`config.mk`:
```
export PLATFORM = sky130hd
export DESIGN_NAME = channel_calibrate_scale_top_flat
export DESIGN_NICKNAME = d
export VERILOG_FILES = /design/src/hw/rtl/ccs_pkg.sv /design/src/hw/rtl/ccs_req_if.sv /design/src/hw/rtl/ccs_rsp_if.sv /design/src/hw/rtl/ccs_ctrl.sv /design/src/hw/rtl/ccs_datapath.sv /design/src/hw/rtl/channel_calibrate_scale_top.sv /design/src/flat_wrapper.sv
export SDC_FILE = /design/constraint.sdc
export NUM_CORES = 2
export LEC_CHECK = 0
export ABC_AREA = 1
export BUFFER_PORTS_ARGS = -buffer_cell sky130_fd_sc_hd__buf_4
export CAP_MARGIN = 10
export CORE_ASPECT_RATIO = 2
export CORE_MARGIN = 2
export CORE_UTILIZATION = 35
export CTS_BUF_LIST = sky130_fd_sc_hd__clkbuf_8
export DETAILED_ROUTE_END_ITERATION = 16
export PLACE_DENSITY = 0.59
export SYNTH_ARGS = -nofsm -noshare
export SYNTH_HDL_FRONTEND = slang
export SYNTH_SLANG_ARGS = --single-unit
export TNS_END_PERCENT = 10
```
`constraint.sdc`:
```
create_clock -name clk -period 8.2 [get_ports clk]
set_input_delay 1.23 -clock clk [delete_from_list [all_inputs] [get_ports clk]]
set_output_delay 1.23 -clock clk [all_outputs]
set_load 0.02 [all_outputs]
```
`src/hw/rtl/ccs_pkg.sv`:
```
// Shared constants, codes and control structures of the channel calibration block.
package ccs_pkg;

    // Channel count and field widths.
    localparam int CHANNELS       = 8;
    localparam int CH_BITS        = 3;
    localparam int KIND_BITS      = 2;
    localparam int SAMPLE_BITS    = 10;
    localparam int GAIN_FRAC_BITS = 16;

    // Full scale of a calibrated value and the widths that follow from it.
    localparam int FULL_SCALE = 1024;
    localparam int VAL_W      = 11;
    localparam int GAIN_W     = VAL_W + GAIN_FRAC_BITS;
    localparam int PROD_W     = VAL_W + GAIN_W;
    localparam int DIV_CNT_W  = $clog2(GAIN_W);

    // Dividend of the gain division: full scale in fixed point.
    localparam logic [GAIN_W-1:0] DIV_NUM = GAIN_W'(FULL_SCALE) << GAIN_FRAC_BITS;

    // Item kinds.
    typedef enum logic [KIND_BITS-1:0] {
        KIND_CLEAR   = 2'd0,
        KIND_SAMPLE  = 2'd1,
        KIND_FINISH  = 2'd2,
        KIND_CONVERT = 2'd3
    } ccs_kind_t;

    // Result kinds.
    localparam logic RES_FINISH  = 1'b0;
    localparam logic RES_CONVERT = 1'b1;

    // Controller states.
    typedef enum logic [2:0] {
        S_IDLE,
        S_EXEC,
        S_DIV,
        S_FIN,
        S_CONV
    } ccs_state_t;

    // Commands from the controller to the datapath.
    typedef struct packed {
        logic capture;
        logic clear_ch;
        logic widen;
        logic div_start;
        logic div_step;
        logic mul_load;
        logic fin_write;
        logic out_load;
    } ccs_cmd_t;

    // Status from the datapath to the controller.
    typedef struct packed {
        ccs_kind_t kind;
        logic      ch_ok;
        logic      span_bad_now;
        logic      div_last;
        logic      out_free;
    } ccs_stat_t;

endpackage

```
`src/hw/rtl/ccs_req_if.sv`:
```
// Input channel: one word per item with kind, channel and sample.
interface ccs_req_if import ccs_pkg::*; ();
    logic                   valid;
    logic                   ready;
    logic [KIND_BITS-1:0]   kind;
    logic [CH_BITS-1:0]     channel;
    logic [SAMPLE_BITS-1:0] sample;

    modport source (output valid, output kind, output channel, output sample, input ready);
    modport sink   (input valid, input kind, input channel, input sample, output ready);
endinterface

```
`src/hw/rtl/ccs_rsp_if.sv`:
```
// Output channel: one word per result with the scaled value and flags.
interface ccs_rsp_if import ccs_pkg::*; ();
    logic               valid;
    logic               ready;
    logic               result_kind;
    logic [CH_BITS-1:0] result_channel;
    logic [VAL_W-1:0]   scaled_value;
    logic               clipped;
    logic               not_calibrated;

    modport source (output valid, output result_kind, output result_channel,
                    output scaled_value, output clipped, output not_calibrated,
                    input ready);
    modport sink   (input valid, input result_kind, input result_channel,
                    input scaled_value, input clipped, input not_calibrated,
                    output ready);
endinterface

```
`src/hw/rtl/ccs_ctrl.sv`:
```
// Controller state machine that sequences each item through the datapath.
module ccs_ctrl import ccs_pkg::*;
(
    input  logic      clk,
    input  logic      rst_n,
    input  logic      in_valid,
    output logic      in_ready,
    input  ccs_stat_t stat,
    output ccs_cmd_t  cmd
);

    ccs_state_t state_reg;
    ccs_state_t state_next;

    // State register.
    always_ff @(posedge clk or negedge rst_n)
    begin
        if (!rst_n)
        begin
            state_reg <= S_IDLE;
        end
        else
        begin
            state_reg <= state_next;
        end
    end

    // Next state.
    always_comb
    begin
        state_next = state_reg;
        case (state_reg)
            S_IDLE:
            begin
                if (in_valid)
                begin
                    state_next = S_EXEC;
                end
            end
            S_EXEC:
            begin
                if (!stat.ch_ok)
                begin
                    state_next = S_IDLE;
                end
                else
                begin
                    case (stat.kind)
                        KIND_FINISH:  state_next = stat.span_bad_now ? S_FIN : S_DIV;
                        KIND_CONVERT: state_next = S_CONV;
                        default:      state_next = S_IDLE;
                    endcase
                end
            end
            S_DIV:
            begin
                if (stat.div_last)
                begin
                    state_next = S_FIN;
                end
            end
            S_FIN, S_CONV:
            begin
                if (stat.out_free)
                begin
                    state_next = S_IDLE;
                end
            end
            default: state_next = S_IDLE;
        endcase
    end

    // Commands for the current state.
    always_comb
    begin
        cmd      = '0;
        in_ready = 1'b0;
        case (state_reg)
            S_IDLE:
            begin
                in_ready    = 1'b1;
                cmd.capture = in_valid;
            end
            S_EXEC:
            begin
                if (stat.ch_ok)
                begin
                    case (stat.kind)
                        KIND_CLEAR:   cmd.clear_ch  = 1'b1;
                        KIND_SAMPLE:  cmd.widen     = 1'b1;
                        KIND_FINISH:  cmd.div_start = !stat.span_bad_now;
                        KIND_CONVERT: cmd.mul_load  = 1'b1;
                        default:      cmd.clear_ch  = 1'b0;
                    endcase
                end
            end
            S_DIV:
            begin
                cmd.div_step = 1'b1;
            end
            S_FIN:
            begin
                cmd.fin_write = stat.out_free;
                cmd.out_load  = stat.out_free;
            end
            S_CONV:
            begin
                cmd.out_load = stat.out_free;
            end
            default: cmd = '0;
        endcase
    end

endmodule

```
`src/hw/rtl/ccs_datapath.sv`:
```
// Datapath: per-channel calibration store, gain divider, scaling multiplier, result register.
module ccs_datapath import ccs_pkg::*;
(
    input  logic                   clk,
    input  logic                   rst_n,
    input  ccs_cmd_t               cmd,
    output ccs_stat_t              stat,
    input  logic [KIND_BITS-1:0]   in_kind,
    input  logic [CH_BITS-1:0]     in_channel,
    input  logic [SAMPLE_BITS-1:0] in_sample,
    output logic                   out_valid,
    input  logic                   out_ready,
    output logic                   out_result_kind,
    output logic [CH_BITS-1:0]     out_result_channel,
    output logic [VAL_W-1:0]       out_scaled_value,
    output logic                   out_clipped,
    output logic                   out_not_calibrated
);

    // Latched item.
    ccs_kind_t              kind_reg;
    logic [CH_BITS-1:0]     ch_reg;
    logic [SAMPLE_BITS-1:0] sample_reg;

    // Per-channel calibration state.
    logic [VAL_W-1:0]  low_reg   [CHANNELS];
    logic [VAL_W-1:0]  high_reg  [CHANNELS];
    logic [VAL_W-1:0]  zero_reg  [CHANNELS];
    logic [GAIN_W-1:0] gain_reg  [CHANNELS];
    logic              bad_reg   [CHANNELS];

    // Divider and multiplier registers.
    logic [VAL_W-1:0]     span_reg;
    logic [VAL_W-1:0]     acc_reg;
    logic [GAIN_W-1:0]    quo_reg;
    logic [DIV_CNT_W-1:0] div_cnt_reg;
    logic [PROD_W-1:0]    prod_reg;
    logic                 neg_reg;

    // Result register.
    logic               out_valid_reg;
    logic               res_kind_reg;
    logic [CH_BITS-1:0] res_ch_reg;
    logic [VAL_W-1:0]   res_val_reg;
    logic               res_clip_reg;
    logic               res_bad_reg;

    logic [VAL_W-1:0]  smp_ext;
    logic [VAL_W-1:0]  cur_low;
    logic [VAL_W-1:0]  cur_high;
    logic [VAL_W-1:0]  cur_zero;
    logic              cur_bad;
    logic              smp_below;
    logic [VAL_W-1:0]  diff_mag;
    logic [VAL_W:0]    trial;
    logic              trial_ge;
    logic [PROD_W-GAIN_FRAC_BITS-1:0] mag;
    logic [VAL_W-1:0]  conv_val;
    logic              conv_clip;
    logic              out_free;

    // Channel state read at the latched channel.
    assign smp_ext   = VAL_W'(sample_reg);
    assign cur_low   = low_reg[ch_reg];
    assign cur_high  = high_reg[ch_reg];
    assign cur_zero  = zero_reg[ch_reg];
    assign cur_bad   = bad_reg[ch_reg];
    assign out_free  = !out_valid_reg || out_ready;

    // Status towards the controller.
    assign stat.kind         = kind_reg;
    assign stat.ch_ok        = ({1'b0, ch_reg} < (CH_BITS+1)'(CHANNELS));
    assign stat.span_bad_now = (cur_high <= cur_low);
    assign stat.div_last     = (div_cnt_reg == DIV_CNT_W'(GAIN_W - 1));
    assign stat.out_free     = out_free;

    // Magnitude of the difference between sample and offset.
    assign smp_below = (smp_ext < cur_zero);
    assign diff_mag  = smp_below ? (cur_zero - smp_ext) : (smp_ext - cur_zero);

    // One restoring division step.
    assign trial    = {acc_reg, quo_reg[GAIN_W-1]};
    assign trial_ge = (trial >= {1'b0, span_reg});

    // Truncation and saturation of the product.
    assign mag = prod_reg[PROD_W-1:GAIN_FRAC_BITS];
    always_comb
    begin
        conv_val  = '0;
        conv_clip = 1'b0;
        if (neg_reg)
        begin
            conv_clip = (mag != '0);
        end
        else if (mag > (PROD_W-GAIN_FRAC_BITS)'(FULL_SCALE))
        begin
            conv_val  = VAL_W'(FULL_SCALE);
            conv_clip = 1'b1;
        end
        else
        begin
            conv_val = mag[VAL_W-1:0];
        end
    end

    // Item capture.
    always_ff @(posedge clk)
    begin
        if (cmd.capture)
        begin
            kind_reg   <= ccs_kind_t'(in_kind);
            ch_reg     <= in_channel;
            sample_reg <= in_sample;
        end
    end

    // Calibration store updates.
    always_ff @(posedge clk or negedge rst_n)
    begin
        if (!rst_n)
        begin
            for (int i = 0; i < CHANNELS; i++)
            begin
                low_reg[i]  <= VAL_W'(FULL_SCALE);
                high_reg[i] <= '0;
                zero_reg[i] <= '0;
                gain_reg[i] <= '0;
                bad_reg[i]  <= 1'b1;
            end
        end
        else
        begin
            if (cmd.clear_ch)
            begin
                low_reg[ch_reg]  <= VAL_W'(FULL_SCALE);
                high_reg[ch_reg] <= '0;
            end
            if (cmd.widen)
            begin
                if (smp_ext > cur_high)
                begin
                    high_reg[ch_reg] <= smp_ext;
                end
                if (smp_ext < cur_low)
                begin
                    low_reg[ch_reg] <= smp_ext;
                end
            end
            if (cmd.fin_write)
            begin
                zero_reg[ch_reg] <= cur_low;
                bad_reg[ch_reg]  <= stat.span_bad_now;
                gain_reg[ch_reg] <= stat.span_bad_now ? '0 : quo_reg;
            end
        end
    end

    // Gain divider, one quotient bit per cycle.
    always_ff @(posedge clk)
    begin
        if (cmd.div_start)
        begin
            span_reg    <= cur_high - cur_low;
            acc_reg     <= '0;
            quo_reg     <= DIV_NUM;
            div_cnt_reg <= '0;
        end
        else if (cmd.div_step)
        begin
            acc_reg     <= trial_ge ? VAL_W'(trial - {1'b0, span_reg}) : trial[VAL_W-1:0];
            quo_reg     <= {quo_reg[GAIN_W-2:0], trial_ge};
            div_cnt_reg <= div_cnt_reg + 1'b1;
        end
    end

    // Scaling multiplier.
    always_ff @(posedge clk)
    begin
        if (cmd.mul_load)
        begin
            prod_reg <= PROD_W'(diff_mag) * PROD_W'(gain_reg[ch_reg]);
            neg_reg  <= smp_below;
        end
    end

    // Result word valid flag.
    always_ff @(posedge clk or negedge rst_n)
    begin
        if (!rst_n)
        begin
            out_valid_reg <= 1'b0;
        end
        else if (cmd.out_load)
        begin
            out_valid_reg <= 1'b1;
        end
        else if (out_ready)
        begin
            out_valid_reg <= 1'b0;
        end
    end

    // Result word payload.
    always_ff @(posedge clk)
    begin
        if (cmd.out_load)
        begin
            res_ch_reg <= ch_reg;
            if (kind_reg == KIND_CONVERT)
            begin
                res_kind_reg <= RES_CONVERT;
                res_val_reg  <= conv_val;
                res_clip_reg <= conv_clip;
                res_bad_reg  <= cur_bad;
            end
            else
            begin
                res_kind_reg <= RES_FINISH;
                res_val_reg  <= '0;
                res_clip_reg <= 1'b0;
                res_bad_reg  <= stat.span_bad_now;
            end
        end
    end

    assign out_valid          = out_valid_reg;
    assign out_result_kind    = res_kind_reg;
    assign out_result_channel = res_ch_reg;
    assign out_scaled_value   = res_val_reg;
    assign out_clipped        = res_clip_reg;
    assign out_not_calibrated = res_bad_reg;

endmodule

```
`src/hw/rtl/channel_calibrate_scale_top.sv`:
```
// Top level of the per-channel min/max calibration and linear scaling block.
//
//   Channel | Direction | Word contents                                      | Words per item
//   req     | in        | kind, channel, sample                              | 1
//   rsp     | out       | result_kind, result_channel, scaled_value, flags   | 0 or 1
//
// Clear and calibration-sample items pass through the capture and execute steps;
// conversions add a result step. A finish item runs the restoring divider, one gain
// bit per cycle for all 27 bits, then a result step; a bad span skips the divider.
// Reset is asynchronous and restores every channel's calibration at once.
// The result register lets the next item be accepted while a word waits on rsp;
// a following item that has a result holds in its last step until rsp drains.
module channel_calibrate_scale_top import ccs_pkg::*;
(
    input logic   clk,
    input logic   rst_n,
    ccs_req_if.sink   req,
    ccs_rsp_if.source rsp
);

    ccs_cmd_t  cmd;
    ccs_stat_t stat;
    logic      in_ready;

    // Sequencing.
    ccs_ctrl u_ctrl (
        .clk      (clk),
        .rst_n    (rst_n),
        .in_valid (req.valid),
        .in_ready (in_ready),
        .stat     (stat),
        .cmd      (cmd)
    );

    assign req.ready = in_ready;

    // Storage and arithmetic.
    ccs_datapath u_datapath (
        .clk                (clk),
        .rst_n              (rst_n),
        .cmd                (cmd),
        .stat               (stat),
        .in_kind            (req.kind),
        .in_channel         (req.channel),
        .in_sample          (req.sample),
        .out_valid          (rsp.valid),
        .out_ready          (rsp.ready),
        .out_result_kind    (rsp.result_kind),
        .out_result_channel (rsp.result_channel),
        .out_scaled_value   (rsp.scaled_value),
        .out_clipped        (rsp.clipped),
        .out_not_calibrated (rsp.not_calibrated)
    );

endmodule
```
`src/flat_wrapper.sv`:
```
// flat-port wrapper written by rule: the top's interface ports become plain ports
module channel_calibrate_scale_top_flat import ccs_pkg::*;
  (clk, rst_n, req_valid, req_kind, req_channel, req_sample, req_ready, rsp_valid, rsp_result_kind, rsp_result_channel, rsp_scaled_value, rsp_clipped, rsp_not_calibrated, rsp_ready);
  ccs_req_if req_i ();
  ccs_rsp_if rsp_i ();
  input logic clk;
  input logic rst_n;
  input wire logic [$bits(req_i.valid)-1:0] req_valid;
  input wire logic [$bits(req_i.kind)-1:0] req_kind;
  input wire logic [$bits(req_i.channel)-1:0] req_channel;
  input wire logic [$bits(req_i.sample)-1:0] req_sample;
  output wire logic [$bits(req_i.ready)-1:0] req_ready;
  output wire logic [$bits(rsp_i.valid)-1:0] rsp_valid;
  output wire logic [$bits(rsp_i.result_kind)-1:0] rsp_result_kind;
  output wire logic [$bits(rsp_i.result_channel)-1:0] rsp_result_channel;
  output wire logic [$bits(rsp_i.scaled_value)-1:0] rsp_scaled_value;
  output wire logic [$bits(rsp_i.clipped)-1:0] rsp_clipped;
  output wire logic [$bits(rsp_i.not_calibrated)-1:0] rsp_not_calibrated;
  input wire logic [$bits(rsp_i.ready)-1:0] rsp_ready;
  assign req_i.valid = req_valid;
  assign req_i.kind = req_kind;
  assign req_i.channel = req_channel;
  assign req_i.sample = req_sample;
  assign req_ready = req_i.ready;
  assign rsp_valid = rsp_i.valid;
  assign rsp_result_kind = rsp_i.result_kind;
  assign rsp_result_channel = rsp_i.result_channel;
  assign rsp_scaled_value = rsp_i.scaled_value;
  assign rsp_clipped = rsp_i.clipped;
  assign rsp_not_calibrated = rsp_i.not_calibrated;
  assign rsp_i.ready = rsp_ready;
  channel_calibrate_scale_top u_core (.clk(clk), .rst_n(rst_n), .req(req_i), .rsp(rsp_i));
endmodule
```
==> reports/qor.txt <==
run status = completed
sequential area share after synthesis = 0.401
Routed Wire Length = 134 mm
H-tree depth = 3
type of element capturing the critical path = flip-flop
library cells used by synthesis = 64
largest cells by area after synthesis = sky130_fd_sc_hd__dfrtp_1, sky130_fd_sc_hd__fa_1, sky130_fd_sc_hd__nand2_1
Fillers = 11000
post-synthesis net count = 4934
number of max-cap violations = 0
layer with the highest usage = met2
synth cell count leaders = sky130_fd_sc_hd__nand2_1, sky130_fd_sc_hd__inv_1, sky130_fd_sc_hd__o21ai_0
average cell area after synthesis = 8.31 um2
remaining antenna violation count = 0
overall fraction of global-route tracks in use = 0.245
most frequently used cell type in the post-synthesis netlist = sky130_fd_sc_hd__nand2_1
overflow left after global routing = 0
area occupied by multi-input gates = 19600 um2
cell count after synthesis = 4551
total of flip-flops plus latches after synthesis = 601
total vias in the final route = 32300
endpoint of the lowest-slack register-to-register path = u_core.u_datapath.prod_reg[30]
Post-synth EDFFs = 66
met1 track utilization from global routing = 0.228
max_slew headroom = 0.000789
sink count of the clock tree = 601
deepest clock path buffer count = 3
origin of the critical flop-to-flop path = u_core.u_datapath.ch_reg[2]
synthesized area = 37800 um2
nets = 5043
global-route track usage on met2 = 0.471
cell type contributing the most total cell area after synthesis = sky130_fd_sc_hd__dfrtp_1
slack of the critical path = 0.291 ns
Post-Place Setup Slack = -0.198 ns
first-pass GRT wire length = 204 mm
Placer Congestion = 0.935
1st-iter DRT viols = 2005
number of buffers added by the clock tree synthesis step = 93
worst min-delay path class = input port to asynchronous set/reset pin
source-to-sink clock delay at the later pin of the worst-skew pair = 0.80 ns
die height = 469 um
clock root buffer = sky130_fd_sc_hd__clkbuf_8
slack of the worst reg-to-reg path = 0.29 ns
drt first pass iters = 6
CP max-delay cell = sky130_fd_sc_hd__fa_1
critical path's top delay family = adder cells
global routing met3 resource utilization = 0.0323
fraction of final layout cells with drive strength greater than 1 = 0.106
via count of the first global-routing pass = 34000
WS Path Type = flip-flop to flip-flop
number of antenna violations at the first check in global routing = 1
largest stage delay on the critical path = 0.52 ns
number of port buffers = 37
core area = 107000 um2
detailed placer's ending HPWL = 101 mm
Yosys warning count = 0
worst-margin pin slew = 1.50 ns
Boundary Pins = 38
Site Rows = 170
maximum number of pins on one net before global-route repair = 170
clock-pin slew on the worst setup and hold paths = 0.07 ns
Routed wire per std cell = 21.9 um
number of hold-slack violations in the final timing report = 0
count of endpoints failing setup in the final report = 0
count of buffering cells on the critical path with inverters included = 10
asr flop ratio synth = 0.819
layout overhead on the synthesized area = 13.0%
final setup skew = 0.0538 ns
final-layout worst hold slack = 0.467 ns
Sum Neg Setup Slack = 0 ns
Critical Path Most Common Cell = sky130_fd_sc_hd__nand2_1
Register-to-Register Path Depth = 37
unrepaired setup endpoints after global routing = true
WP data required = 8.73 ns
floorplan die area = 111000 um2
startpoint kind of the worst setup timing path = flip-flop
Tcrit/Tclk final = 0.964
count of final max-slew check failures = 0
Die Width = 236 um
area share of the largest cell type after synthesis = 0.315
critical path arrival = 8.43 ns
effective utilization at floorplan = 0.353
post-detailed-route via-to-cell ratio = 5.28
post-layout minimum cycle time = 7.91 ns
combined flip-flop and latch cell area = 15200 um2
CTS tree = done
residual DRC count = 0
highest achievable clock rate = 126 MHz
largest driver fanout on the critical path = 16
Post-synth top flop = sky130_fd_sc_hd__dfrtp_1
worst max path at each step:
stage                     depth (start not counted)                         from                              to
after floorplan                                  41  u_core.u_datapath.ch_reg[1]  u_core.u_datapath.prod_reg[34]
after global placement                           35  u_core.u_datapath.ch_reg[2]  u_core.u_datapath.prod_reg[36]
after detailed placement                         35  u_core.u_datapath.ch_reg[2]  u_core.u_datapath.prod_reg[36]
after CTS                                        35  u_core.u_datapath.ch_reg[2]  u_core.u_datapath.prod_reg[34]
after global routing                             42  u_core.u_datapath.ch_reg[2]  u_core.u_datapath.prod_reg[31]
final                                            37  u_core.u_datapath.ch_reg[2]  u_core.u_datapath.prod_reg[30]
placed cells by master, fill, tap and decap left out, types with 16 or more instances in the layout:
cell | synthesis | routed
sky130_fd_sc_hd__a21oi_1 | 117 | 106
sky130_fd_sc_hd__a221oi_1 | 60 | 55
sky130_fd_sc_hd__a22o_1 | 19 | 19
sky130_fd_sc_hd__buf_4 | 5 | 215
sky130_fd_sc_hd__clkbuf_8 | 0 | 116
sky130_fd_sc_hd__clkinv_1 | 17 | 16
sky130_fd_sc_hd__dfrtp_1 | 476 | 476
sky130_fd_sc_hd__dfstp_2 | 16 | 16
sky130_fd_sc_hd__dfxtp_1 | 43 | 43
sky130_fd_sc_hd__edfxtp_1 | 66 | 66
sky130_fd_sc_hd__fa_1 | 227 | 227
sky130_fd_sc_hd__ha_1 | 137 | 135
sky130_fd_sc_hd__inv_1 | 604 | 633
sky130_fd_sc_hd__inv_2 | 13 | 16
sky130_fd_sc_hd__nand2_1 | 1153 | 1139
sky130_fd_sc_hd__nand2_2 | 10 | 23
sky130_fd_sc_hd__nand3_1 | 122 | 121
sky130_fd_sc_hd__nand4_1 | 38 | 38
sky130_fd_sc_hd__nor2_1 | 320 | 311
sky130_fd_sc_hd__nor3_1 | 18 | 18
sky130_fd_sc_hd__o211ai_1 | 33 | 33
sky130_fd_sc_hd__o21a_1 | 37 | 37
sky130_fd_sc_hd__o21ai_0 | 506 | 499
sky130_fd_sc_hd__o21ai_1 | 29 | 36
sky130_fd_sc_hd__o22ai_1 | 93 | 93
sky130_fd_sc_hd__xor2_1 | 35 | 35
through the flow:
| step | cell area [um2] | instances | util |
|---|---|---|---|
| final | 42800 | 6119 | 0.399 |
| after global routing | 42800 | 6118 | 0.399 |
| after CTS | 42500 | 6113 | 0.397 |
| after detailed placement | 40500 | 5936 | 0.378 |
| after global placement | 40500 | 5936 | 0.378 |
| after floorplan | 37800 | 4551 | - |
metal layers:
layer | wire, um | vias up
li1 | - | 15000
met1 | 43900 | 15900
met2 | 72100 | 963
met3 | 5210 | 446
met4 | 13000 | 0
met5 | 0 | -
timing repair:
| item | 4_1_cts | 5_1_grt |
|---|---|---|
| pin swaps | 0 | 5 |
| resized for setup | 1 | 46 |
| endpoints found under the setup margin | 16 | 21 |
| gates cloned | 0 | 0 |
| setup buffers | 1 | 4 |
| hold buffers | 0 | 0 |
layout make-up:
cell class | count | area share
tap | 1376 | 0.0403
timing repair buffer | 228 | 0.0437
multi-input combinational | 3102 | 0.459
inverter | 634 | 0.0558
clock inverter | 60 | 0.00916
sequential | 601 | 0.355
clock buffer | 116 | 0.0373
antenna | 2 | 0.000117
logic make-up (layout without fill, tap and decap cells):
| logic type | Yosys count | count (layout) | share of synthesized area |
|---|---|---|---|
| AOI/OAI and AO/OA | 982 | 982 | 0.154 |
| xor gates and xnor gates | 48 | 48 | 0.0111 |
| DFF | 601 | 601 | 0.401 |
| other | 0 | 2 | 0 |
| and+or+nand+nor | 1708 | 1708 | 0.182 |
| adders and majority gates | 364 | 364 | 0.165 |
| buffers and inverters | 848 | 1038 | 0.0867 |
Power is left out: the tool's default activity adds up to more than one toggle a clock period on the data nets, which glitch-free logic cannot reach.
